==> src/sv/mbh_pkg.sv <==
// shared types, constants and state codes for the byte stream murmur2 hash
package mbh_pkg;

  // mixing constants
  localparam logic [31:0] MIX_MUL    = 32'h5bd1e995;
  localparam int unsigned MIX_SHIFT  = 24;
  localparam int unsigned FIN_SHIFT1 = 13;
  localparam int unsigned FIN_SHIFT2 = 15;

  // reset value of the seed register
  localparam logic [31:0] SEED_RESET = 32'd97;

  // default queue depths
  localparam int unsigned CMD_DEPTH_DEF = 4;
  localparam int unsigned RES_DEPTH_DEF = 2;

  // command from the front end to the back end, carried out in field order
  typedef struct packed {
    logic        init;
    logic [31:0] init_val;
    logic        word_vld;
    logic [31:0] word;
    logic        tail_vld;
    logic [23:0] tail;
    logic        fin;
  } cmd_t;

  // back end sequencer states
  typedef enum logic [2:0] {
    ST_IDLE,
    ST_WORD_A,
    ST_WORD_B,
    ST_WORD_C,
    ST_TAIL,
    ST_FIN_A,
    ST_FIN_B
  } back_state_e;

endpackage

==> src/sv/mbh_fifo.sv <==
// small register queue of generic width and depth
module mbh_fifo #(
  parameter int unsigned WIDTH = 32,
  parameter int unsigned DEPTH = 4
) (
  input  logic             clk_i,
  input  logic             rst_ni,
  input  logic             push_i,
  input  logic [WIDTH-1:0] data_i,
  input  logic             pop_i,
  output logic [WIDTH-1:0] data_o,
  output logic             full_o,
  output logic             empty_o
);

  localparam int unsigned PTR_W = (DEPTH > 1) ? $clog2(DEPTH) : 1;
  localparam int unsigned CNT_W = $clog2(DEPTH + 1);

  logic [WIDTH-1:0] mem_q [DEPTH];
  logic [PTR_W-1:0] wr_ptr_q, wr_ptr_d;
  logic [PTR_W-1:0] rd_ptr_q, rd_ptr_d;
  logic [CNT_W-1:0] count_q, count_d;
  logic             do_push, do_pop;

  // status
  assign full_o  = (count_q == CNT_W'(DEPTH));
  assign empty_o = (count_q == '0);
  assign do_push = push_i && !full_o;
  assign do_pop  = pop_i && !empty_o;
  assign data_o  = mem_q[rd_ptr_q];

  // pointer and fill count update
  always_comb begin
    wr_ptr_d = wr_ptr_q;
    rd_ptr_d = rd_ptr_q;
    count_d  = count_q;
    if (do_push) begin
      wr_ptr_d = (wr_ptr_q == PTR_W'(DEPTH - 1)) ? '0 : wr_ptr_q + 1'b1;
    end
    if (do_pop) begin
      rd_ptr_d = (rd_ptr_q == PTR_W'(DEPTH - 1)) ? '0 : rd_ptr_q + 1'b1;
    end
    if (do_push && !do_pop) begin
      count_d = count_q + 1'b1;
    end else if (do_pop && !do_push) begin
      count_d = count_q - 1'b1;
    end
  end

  // control registers
  always_ff @(posedge clk_i or negedge rst_ni) begin
    if (!rst_ni) begin
      wr_ptr_q <= '0;
      rd_ptr_q <= '0;
      count_q  <= '0;
    end else begin
      wr_ptr_q <= wr_ptr_d;
      rd_ptr_q <= rd_ptr_d;
      count_q  <= count_d;
    end
  end

  // storage
  always_ff @(posedge clk_i) begin
    if (do_push) begin
      mem_q[wr_ptr_q] <= data_i;
    end
  end

endmodule

==> src/sv/mbh_front.sv <==
// front end: gathers key bytes into words and issues hash commands
module mbh_front import mbh_pkg::*; (
  input  logic        clk_i,
  input  logic        rst_ni,
  input  logic        accept_i,
  input  logic [7:0]  key_byte_i,
  input  logic [15:0] key_length_i,
  input  logic        last_byte_i,
  input  logic [31:0] seed_i,
  output logic        cmd_push_o,
  output cmd_t        cmd_o
);

  logic        in_key_q, in_key_d;
  logic [23:0] gather_q, gather_d;
  logic [1:0]  phase_q, phase_d;

  logic        first;
  logic        zero_len;
  logic [23:0] gather0, gather1;
  logic [1:0]  phase0, phase1;

  // classify the request and build its command
  always_comb begin
    first    = !in_key_q;
    zero_len = first && (key_length_i == '0);
    gather0  = first ? '0 : gather_q;
    phase0   = first ? '0 : phase_q;
    gather1  = gather0;
    phase1   = phase0 + 1'b1;

    cmd_o          = '0;
    cmd_o.init     = first;
    cmd_o.init_val = seed_i ^ {16'd0, key_length_i};

    // place the byte or close a full word
    unique case (phase0)
      2'd0:    gather1[7:0]   = key_byte_i;
      2'd1:    gather1[15:8]  = key_byte_i;
      2'd2:    gather1[23:16] = key_byte_i;
      default: begin
        cmd_o.word_vld = !zero_len;
        cmd_o.word     = {key_byte_i, gather0};
        gather1        = '0;
      end
    endcase

    in_key_d = in_key_q;
    gather_d = gather_q;
    phase_d  = phase_q;

    // empty key finishes at once and leaves the front waiting
    priority if (zero_len) begin
      cmd_o.fin = 1'b1;
      in_key_d  = 1'b0;
      gather_d  = '0;
      phase_d   = '0;
    end else if (last_byte_i) begin
      cmd_o.tail_vld = (phase1 != '0);
      cmd_o.tail     = gather1;
      cmd_o.fin      = 1'b1;
      in_key_d       = 1'b0;
      gather_d       = '0;
      phase_d        = '0;
    end else begin
      in_key_d = 1'b1;
      gather_d = gather1;
      phase_d  = phase1;
    end

    if (!accept_i) begin
      in_key_d = in_key_q;
      gather_d = gather_q;
      phase_d  = phase_q;
    end
  end

  assign cmd_push_o = accept_i && (cmd_o.init || cmd_o.word_vld || cmd_o.fin);

  // gather state
  always_ff @(posedge clk_i or negedge rst_ni) begin
    if (!rst_ni) begin
      in_key_q <= 1'b0;
      gather_q <= '0;
      phase_q  <= '0;
    end else begin
      in_key_q <= in_key_d;
      gather_q <= gather_d;
      phase_q  <= phase_d;
    end
  end

endmodule

==> src/sv/mbh_back.sv <==
// back end: sequencer around one constant multiplier that carries out commands
module mbh_back import mbh_pkg::*; (
  input  logic        clk_i,
  input  logic        rst_ni,
  input  logic        cmd_valid_i,
  input  cmd_t        cmd_i,
  output logic        cmd_pop_o,
  input  logic        res_full_i,
  output logic        res_push_o,
  output logic [31:0] res_o
);

  back_state_e state_q, state_d;
  cmd_t        cmd_q, cmd_d;
  logic [31:0] h_q, h_d;
  logic [31:0] k_q, k_d;
  logic [31:0] mul_a;
  logic [31:0] mul_p;
  logic        take;

  assign take  = (state_q == ST_IDLE) && cmd_valid_i;
  assign mul_p = mul_a * MIX_MUL;
  assign res_o = k_q ^ (k_q >> FIN_SHIFT2);

  // next state
  always_comb begin
    state_d = state_q;
    unique case (state_q)
      ST_IDLE: begin
        if (cmd_valid_i) begin
          priority if (cmd_i.word_vld) state_d = ST_WORD_A;
          else if (cmd_i.tail_vld)     state_d = ST_TAIL;
          else if (cmd_i.fin)          state_d = ST_FIN_A;
          else                         state_d = ST_IDLE;
        end
      end
      ST_WORD_A: state_d = ST_WORD_B;
      ST_WORD_B: state_d = ST_WORD_C;
      ST_WORD_C: begin
        priority if (cmd_q.tail_vld) state_d = ST_TAIL;
        else if (cmd_q.fin)          state_d = ST_FIN_A;
        else                         state_d = ST_IDLE;
      end
      ST_TAIL:   state_d = cmd_q.fin ? ST_FIN_A : ST_IDLE;
      ST_FIN_A:  state_d = ST_FIN_B;
      ST_FIN_B:  state_d = res_full_i ? ST_FIN_B : ST_IDLE;
      default:   state_d = ST_IDLE;
    endcase
  end

  // outputs and multiplier operand
  always_comb begin
    cmd_pop_o  = 1'b0;
    res_push_o = 1'b0;
    mul_a      = h_q;
    unique case (state_q)
      ST_IDLE:   cmd_pop_o  = cmd_valid_i;
      ST_WORD_A: mul_a      = cmd_q.word;
      ST_WORD_B: mul_a      = k_q ^ (k_q >> MIX_SHIFT);
      ST_WORD_C: mul_a      = h_q;
      ST_TAIL:   mul_a      = h_q ^ {8'd0, cmd_q.tail};
      ST_FIN_A:  mul_a      = h_q ^ (h_q >> FIN_SHIFT1);
      ST_FIN_B:  res_push_o = !res_full_i;
      default:   mul_a      = h_q;
    endcase
  end

  // datapath
  always_comb begin
    cmd_d = cmd_q;
    h_d   = h_q;
    k_d   = k_q;
    unique case (state_q)
      ST_IDLE: begin
        if (take) begin
          cmd_d = cmd_i;
          if (cmd_i.init) begin
            h_d = cmd_i.init_val;
          end
        end
      end
      ST_WORD_A: k_d = mul_p;
      ST_WORD_B: k_d = mul_p;
      ST_WORD_C: h_d = mul_p ^ k_q;
      ST_TAIL:   h_d = mul_p;
      ST_FIN_A:  k_d = mul_p;
      ST_FIN_B:  k_d = k_q;
      default:   k_d = k_q;
    endcase
  end

  // sequencer state
  always_ff @(posedge clk_i or negedge rst_ni) begin
    if (!rst_ni) begin
      state_q <= ST_IDLE;
    end else begin
      state_q <= state_d;
    end
  end

  // working registers
  always_ff @(posedge clk_i) begin
    cmd_q <= cmd_d;
    h_q   <= h_d;
    k_q   <= k_d;
  end

endmodule

==> src/sv/murmur2_byte_stream_hash_top.sv <==
// top level of the byte stream murmur2 hash: seed register, front, queues, back
//
//  channel   | handshake              | payload
//  ----------+------------------------+-------------------------------------------
//  key in    | push / full            | key_byte_i, key_length_i, last_byte_i
//  hash out  | empty / pop            | hash_value_o
//  seed cfg  | hash_seed_we_i         | hash_seed_i
//
// a key byte is taken in the cycle it is pushed while the command queue has room.
// the back end takes each command in its idle state, then runs WORD_A to WORD_C for a
// full word mix, TAIL for a tail and FIN_A, FIN_B for the final avalanche, all on its
// one 32-bit multiplier; it sets about one byte per cycle on long keys when not stalled.
// reset clears the seed to 97 and empties both queues; either side may stall alone.
module murmur2_byte_stream_hash_top import mbh_pkg::*; #(
  parameter int unsigned CMD_DEPTH = CMD_DEPTH_DEF,
  parameter int unsigned RES_DEPTH = RES_DEPTH_DEF
) (
  input  logic        clk_i,
  input  logic        rst_ni,
  input  logic        push,
  output logic        full,
  input  logic [7:0]  key_byte_i,
  input  logic [15:0] key_length_i,
  input  logic        last_byte_i,
  output logic        empty,
  input  logic        pop,
  output logic [31:0] hash_value_o,
  input  logic        hash_seed_we_i,
  input  logic [31:0] hash_seed_i
);

  localparam int unsigned CMD_W = $bits(cmd_t);

  logic [31:0] seed_q;
  logic        accept;
  logic        cmd_push;
  cmd_t        cmd_in;
  cmd_t        cmd_head;
  logic        cmd_full, cmd_empty, cmd_pop;
  logic        res_push, res_full;
  logic [31:0] res_data;

  assign accept = push && !full;
  assign full   = cmd_full;

  // seed register
  always_ff @(posedge clk_i or negedge rst_ni) begin
    if (!rst_ni) begin
      seed_q <= SEED_RESET;
    end else if (hash_seed_we_i) begin
      seed_q <= hash_seed_i;
    end
  end

  // byte gathering and command issue
  mbh_front u_front (
    .clk_i        (clk_i),
    .rst_ni       (rst_ni),
    .accept_i     (accept),
    .key_byte_i   (key_byte_i),
    .key_length_i (key_length_i),
    .last_byte_i  (last_byte_i),
    .seed_i       (seed_q),
    .cmd_push_o   (cmd_push),
    .cmd_o        (cmd_in)
  );

  // command queue between front and back
  mbh_fifo #(
    .WIDTH (CMD_W),
    .DEPTH (CMD_DEPTH)
  ) u_cmd_fifo (
    .clk_i   (clk_i),
    .rst_ni  (rst_ni),
    .push_i  (cmd_push),
    .data_i  (cmd_in),
    .pop_i   (cmd_pop),
    .data_o  (cmd_head),
    .full_o  (cmd_full),
    .empty_o (cmd_empty)
  );

  // mixing sequencer
  mbh_back u_back (
    .clk_i       (clk_i),
    .rst_ni      (rst_ni),
    .cmd_valid_i (!cmd_empty),
    .cmd_i       (cmd_head),
    .cmd_pop_o   (cmd_pop),
    .res_full_i  (res_full),
    .res_push_o  (res_push),
    .res_o       (res_data)
  );

  // result queue
  mbh_fifo #(
    .WIDTH (32),
    .DEPTH (RES_DEPTH)
  ) u_res_fifo (
    .clk_i   (clk_i),
    .rst_ni  (rst_ni),
    .push_i  (res_push),
    .data_i  (res_data),
    .pop_i   (pop),
    .data_o  (hash_value_o),
    .full_o  (res_full),
    .empty_o (empty)
  );

  // back end never pushes into a full result queue
  assert property (@(posedge clk_i) disable iff (!rst_ni) res_push |-> !res_full)
    else $error("result pushed into full queue");

  // a finishing request always leaves a command waiting for the back end
  assert property (@(posedge clk_i) disable iff (!rst_ni)
    (accept && last_byte_i) |=> !cmd_empty)
    else $error("finishing request left no command");

  // the back end only takes a command that is there
  assert property (@(posedge clk_i) disable iff (!rst_ni) cmd_pop |-> !cmd_empty)
    else $error("command taken from empty queue");

endmodule

==> config.mk <==
export PLATFORM = sky130hd
export DESIGN_NAME = murmur2_byte_stream_hash_top
export DESIGN_NICKNAME = d
export VERILOG_FILES = /design/src/sv/mbh_pkg.sv /design/src/sv/mbh_fifo.sv /design/src/sv/mbh_front.sv /design/src/sv/mbh_back.sv /design/src/sv/murmur2_byte_stream_hash_top.sv
export SDC_FILE = /design/constraint.sdc
export NUM_CORES = 1
export LEC_CHECK = 0
export CELL_PAD_IN_SITES_DETAIL_PLACEMENT = 0
export CELL_PAD_IN_SITES_GLOBAL_PLACEMENT = 2
export CORE_MARGIN = 2
export CORE_UTILIZATION = 45
export DETAILED_ROUTE_END_ITERATION = 10
export DONT_BUFFER_PORTS = 1
export GPL_ROUTABILITY_DRIVEN = 1
export GPL_TIMING_DRIVEN = 0
export HOLD_SLACK_MARGIN = 0.12
export PLACE_DENSITY_LB_ADDON = 0.2
export SYNTH_ARGS = -nofsm -noshare
export SYNTH_HDL_FRONTEND = slang
export SYNTH_HIERARCHICAL = 1
export SYNTH_SLANG_ARGS = --single-unit
==> constraint.sdc <==
create_clock -name clk_i -period 18.54 [get_ports clk_i]
set_clock_uncertainty 0.15 [all_clocks]
set_input_delay 2.781 -clock clk_i [delete_from_list [all_inputs] [get_ports clk_i]]
set_output_delay 2.781 -clock clk_i [all_outputs]
set_load 0.01 [all_outputs]
# Word level (Yosys, flattened, before mapping)
# Memory sizes are Yosys's and may differ from the RTL's.
# Index checks and enable logic that the tools add are counted.
# Widths: inputs -> output; s select.
totals:
  register_bits: 195
  mem_bits_rw: 432
  input_bits: 62
  out_inout_bits: 34
  wordCells: 131
  mem_count: 2
memory_table:
  columns: ["memory", "depth", "word_bits", "read_ports", "rd_ports_with_merged_regs", "wr", "line_no", "source"]
  rows:
  - ["u_cmd_fifo.mem_q", 4, 92, 1, 0, 1, "mbh_fifo.sv:19", "logic [WIDTH-1:0] mem_q [DEPTH];"]
  - ["u_res_fifo.mem_q", 2, 32, 1, 0, 1, "mbh_fifo.sv:19", null]
classes:
  add_sub_neg: 9
  n_mul: 1
  n_eq_ne: 15
  n_mux: 41
  bitwise_logic: 6
  n_reduce_logical: 40
ops:
  columns: ["cell", "n"]
  rows:
  - ["$pmux 32 s4", 1]
  - ["$pmux 32 s3", 1]
  - ["$mux 24", 3]
  - ["$mux 32", 2]
  - ["$pmux 8 s2", 3]
  - ["$mux 33", 1]
  - ["$mul 32x31->32 const B", 1]
  - ["$xor 32x16->32", 1]
  - ["$xor 32x17->32", 1]
  - ["$xor 32x19->32", 1]
  - ["$xor 32x24->32", 1]
  - ["$xor 32x32->32", 1]
  - ["$xor 32x8->32", 1]
  - ["$mux 3", 9]
  - ["$mux 26", 1]
  - ["$mux 25", 1]
  - ["$pmux 3 s7", 1]
  - ["$logic_not 16->1", 1]
  - ["$mux 2", 7]
  - ["$eq 3x3->1 const B", 4]
  - ["$logic_and 1x1->1", 12]
  - ["$mux 1", 11]
  - ["$logic_not 1->1", 10]
  - ["$add 2x1->2 const B", 4]
  - ["other kinds (19)", 33]

# Longest topological paths before layout
depth:
  ltp_word: 13
  ltp_mapped: 35
  ltp_nobuf: 32

# Modules after synthesis
# The synthesis kept the hierarchy.
by_module_without_submodules:
  columns: ["module", "n_inst", "cells_per_inst", "area_per_inst_um2"]
  rows:
  - ["mbh_back", 1, 1495, 15439.8]
  - ["mbh_fifo (u_cmd_fifo)", 1, 518, 13777.0]
  - ["mbh_fifo (u_res_fifo)", 1, 119, 2658.8]
  - ["mbh_front", 1, 273, 2185.8]
  - ["murmur2_byte_stream_hash_top", 1, 70, 1358.8]

# Least setup slack after synthesis
# OpenSTA, ideal clock, no wires.
synth_path:
  path_kind: "reg2reg"
  startpoint: "register u_back.state_q[1]"
  endpoint: "register u_back.h_q[28] (data pin)"
  setup_time_ps: 261
  t_arrival_ps: 8277
  t_required_ps: 18129
  slack_ps: 9852
  path_stages_with_launch: 33
  path_buffers: 5
  period_less_slack_ps: 8688
  path_cell_list: "dfrtp_1 > buf_2 > buf_2 > clkbuf_1 > clkbuf_1 > buf_1 > mux2i_1 > nor2_1 > a21oi_1 > o211ai_1 > ha_1 > ha_1 > fa_1 > inv_1 > fa_1 > inv_1 > fa_1 > fa_1 > fa_1 > inv_1 > fa_1 > inv_1 > ha_1 > a21o_1 > a21o_1 > a221o_1 > a221oi_1 > o31ai_1 > a21o_1 > a21oi_1 > xnor2_1 > nor2_1 > a221o_1"
synth_between:
  elab_chain_len: 5
  word_cells_on_any_way: 10
synth_rtl:
  columns: ["element", "line_no", "source"]
  rows:
  - ["start, declared", "mbh_back.sv:13", "back_state_e state_q, state_d;"]
  - ["start signal, assigned", "mbh_back.sv:97", "state_q <= state_d;"]
  - ["$eq 3x3->1 (tied with other cells)", "mbh_back.sv:56", "unique case (state_q)"]
  - ["$pmux 32 s4 (*)", "mbh_back.sv:56", null]
  - ["$mul 32x31->32 (*)", "mbh_back.sv:22", "assign mul_p = mul_a * MIX_MUL;"]
  - ["net u_back.mul_p[28]", "mbh_back.sv:18", "logic [31:0] mul_p;"]
  - ["$xor 32x32->32", "mbh_back.sv:84", "ST_WORD_C: h_d = mul_p ^ k_q;"]
  - ["$pmux 32 s3 (*)", "mbh_back.sv:73", "unique case (state_q)"]
  - ["net u_back.h_d[28]", "mbh_back.sv:15", "logic [31:0] h_q, h_d;"]
  - ["end signal, assigned", "mbh_back.sv:104", "h_q <= h_d;"]
  - ["end, declared", "mbh_back.sv:15", null]
# The timed path passes the listed nets; every way through them passes the cells marked *.
# A chain may end at the register's enable or synchronous reset.

# Worst setup path in the final report
# Ends and elaborated chain as after synthesis.

==> metrics.csv <==
metric,value,unit
core_area,77720,um2
numPortBuffers,0,
ys_types,77,
cp-startpoint,u_back/state_q[1],
clkSlewWorstSetupHoldPaths,70,ps
synth.avg_cell_area,14.31,um2
synth_area_leaders,"edfxtp_1 47%, fa_1 10%, ha_1 8.0%, mux4_2 5.8%, dfrtp_1 4.9%",
setup_violations,0,
place_ws,7836,ps
vias_per_cell,5.505,
synth_top_area_cell,edfxtp_1,
critPathMaxFanout,10,
die-area,80970,um2
chipWidth,284.6,um
grt_pass1_vias,21110,
synthFlopType,edfxtp_1,
whs,365.4,ps
grt_usage,23.68,%
grt_pass1_wl,140600,um
ys_warn_count,6,
min_path_type,reg -> reg,
final_util,50.20,%
endpoint,u_back/h_q[28],
clock_tree.buffer_depth,3,
antenna_found_initial,2,
vias,20050,
finalMaxSlewViolations,0,
cts_hold_buf,0,
ant_nets,0,
worst_ep_arrival_time,11230,ps
synth_seq_cells,627,
cts-root-buf,clkbuf_16,
grt-ovfl-total,0,
wire_per_inst,25.84,um
drv_cap,0,
htree_levels,2,
required,18770,ps
post-synth-top-area-fraction,46.97,%
clock_latency,640,ps
dr.first_iter.drc_count,1756,
synth_seq_area_share,52.14,%
numCtsBuffers,60,
fin_setup_tns,0,ps
period_share,59.33,%
path_common_cell,inv_1,
cp_slowest_stage_delay,920,ps
rsz0062_at_grt,false,
cts.sinks,627,
boundaryPins,96,
reg2reg_slack,7540,ps
r2r_end,u_back/h_q[28],
num_rows,102,
initial_core_util,45.57,%
rr_worst_depth,32,
syn-cell-area,35420,um2
place_congestion,0.9030,
layout-drive-gt1-share,14.49,%
synthCells,2475,
run_status,completed,
grt_start_max_net_pins,74,
cts_setup_buffers,0,
finalWorstSetupSlack,7541,ps
max_freq,90.92,MHz
async_flop_share,11.64,%
path_class,reg -> reg,
cts_resized,0,
fin_nets,3022,
end_kind,flop,
crit_path_top_delay_cell,a221oi_1,
routed_wl,94110,um
diodes,0,
syn_to_final_growth,10.16,%
num-fill-cells,6585,
die_h,284.6,um
syn_nets,2946,
hold_viol_final,0,
r2r-start,u_back/state_q[1],
relSlewSlack,22.98,%
drc,0,
dr.pass1.iters,5,
synth_edf_count,554,
worstMarginPinSlew,1155,ps
hpwl,70760,um
post-route-min-period,11000,ps
cp-start-kind,flop,
cts_tree,yes,
[worst max-delay path: cells and delay by family, from the launching register on]
kind | cells | cell delay, ps
buffers and inverters | 12 | 3030
and+or+nand+nor | 1 | 110
AOI/OAI and AO/OA | 9 | 2850
adders and majority gates | 9 | 3970
xor gates and xnor gates | 1 | 300
DFF | 1 | 320
[layer usage]
metal | vias up | GRT usage [%] | routed length, um
met3 | 134 | 2.745 | 4569
li1 | 8935 | - | -
met2 | 612 | 40.54 | 47350
met1 | 10370 | 31.70 | 39250
met4 | 2 | 7.276 | 2924
met5 | - | 0 | 13
[cell usage in the layout, fill, tap and decap left out, types with 8 or more instances in the layout]
cell type  count
mux2_2         9
mux2i_1       41
clkinv_1       9
clkbuf_1      55
o21ai_1       44
nor3_1         9
nor4_1         8
and2_1        16
nor2_1        89
buf_12        15
ha_1         227
o21ai_0       63
a21oi_1       38
dfrtp_1       70
buf_2         17
edfxtp_1     554
and3_1        30
clkbuf_16     61
nor2b_1        8
nand3_1       29
a21o_1        14
buf_4         42
xnor2_1       72
a22oi_1       50
clkinv_2      11
xor2_1        51
nand2_1       84
fa_1         182
buf_6         12
mux4_2        92
a221o_1       27
o22ai_1       12
mux2_4        59
inv_1        381
[worst min path at each step]
stage	depth (start not counted)	end	from	slack, ps
2_1_floorplan	1	u_res_fifo/wr_ptr_q	u_res_fifo/wr_ptr_q	310
3_3_place_gp	1	u_res_fifo/wr_ptr_q	u_res_fifo/wr_ptr_q	330
3_5_place_dp	1	seed_q[21]	seed_q[21]	360
4_1_cts	2	u_front/gather_q[1]	u_front/gather_q[1]	370
5_1_grt	2	u_front/gather_q[4]	u_front/gather_q[4]	390
6_report	2	u_front/gather_q[1]	u_front/gather_q[1]	370
[stage by stage]
stage,instances,cell area [um2]
6_report,3642,39020
5_1_grt,3642,39020
4_1_cts,3642,39020
3_5_place_dp,3529,37020
3_3_place_gp,3515,36720
2_1_floorplan,2475,35420
[cell type report]
type | count | area, um2 | share of cell area, %
plain buffers | 123 | 904.6 | 2.318
clock buffers | 79 | 1624 | 4.162
clock inverters | 34 | 379.1 | 0.9716
inverters | 383 | 1438 | 3.684
multi-input cells | 1342 | 14670 | 37.58
flip-flops and latches | 627 | 18470 | 47.33
well taps | 1040 | 1301 | 3.335
repair buffers | 14 | 241.5 | 0.6189
[cells in the mapped netlist, types with 14 or more instances]
| cell type | number |
|---|---|
| a21o_1 | 14 |
| a21oi_1 | 38 |
| a221o_1 | 27 |
| a22oi_1 | 50 |
| and2_1 | 19 |
| and3_1 | 32 |
| buf_2 | 17 |
| buf_4 | 39 |
| clkbuf_1 | 40 |
| dfrtp_1 | 70 |
| edfxtp_1 | 554 |
| fa_1 | 182 |
| ha_1 | 227 |
| inv_1 | 381 |
| mux2_4 | 59 |
| mux2i_1 | 41 |
| mux4_2 | 92 |
| nand2_1 | 84 |
| nand3_1 | 29 |
| nor2_1 | 91 |
| o21ai_0 | 65 |
| o21ai_1 | 43 |
| xnor2_1 | 72 |
| xor2_1 | 51 |
[cell families (layout without fill, tap and decap cells)]
family                     after synthesis  in the layout  synth area share (%)
xor gates and xnor gates               125            125                 3.151
DFF                                    627            627                 52.14
and+or+nand+nor                        304            304                 4.091
AOI/OAI and AO/OA                      303            303                 5.910
buffers and inverters                  506            633                 6.613
adders and majority gates              409            409                 18.31
muxes                                  201            201                 9.795
[state kept, by name (all words and copies together) (netlist names)]
register,cells
u_cmd_fifo/mem_q,368
u_back/state_q,3
u_res_fifo/rd_ptr_q,1
u_front/phase_q,2
u_front/in_key_q,1
u_res_fifo/count_q,2
u_cmd_fifo/wr_ptr_q,2
seed_q,32
u_cmd_fifo/count_q,3
u_back/h_q,32
u_back/k_q,32
u_front/gather_q,24
u_res_fifo/wr_ptr_q,1
u_back/cmd_q,58
u_res_fifo/mem_q,64
u_cmd_fifo/rd_ptr_q,2
Power is not shown: default switching activity piles up to over one toggle a cycle in this logic, so the estimate is an artifact.
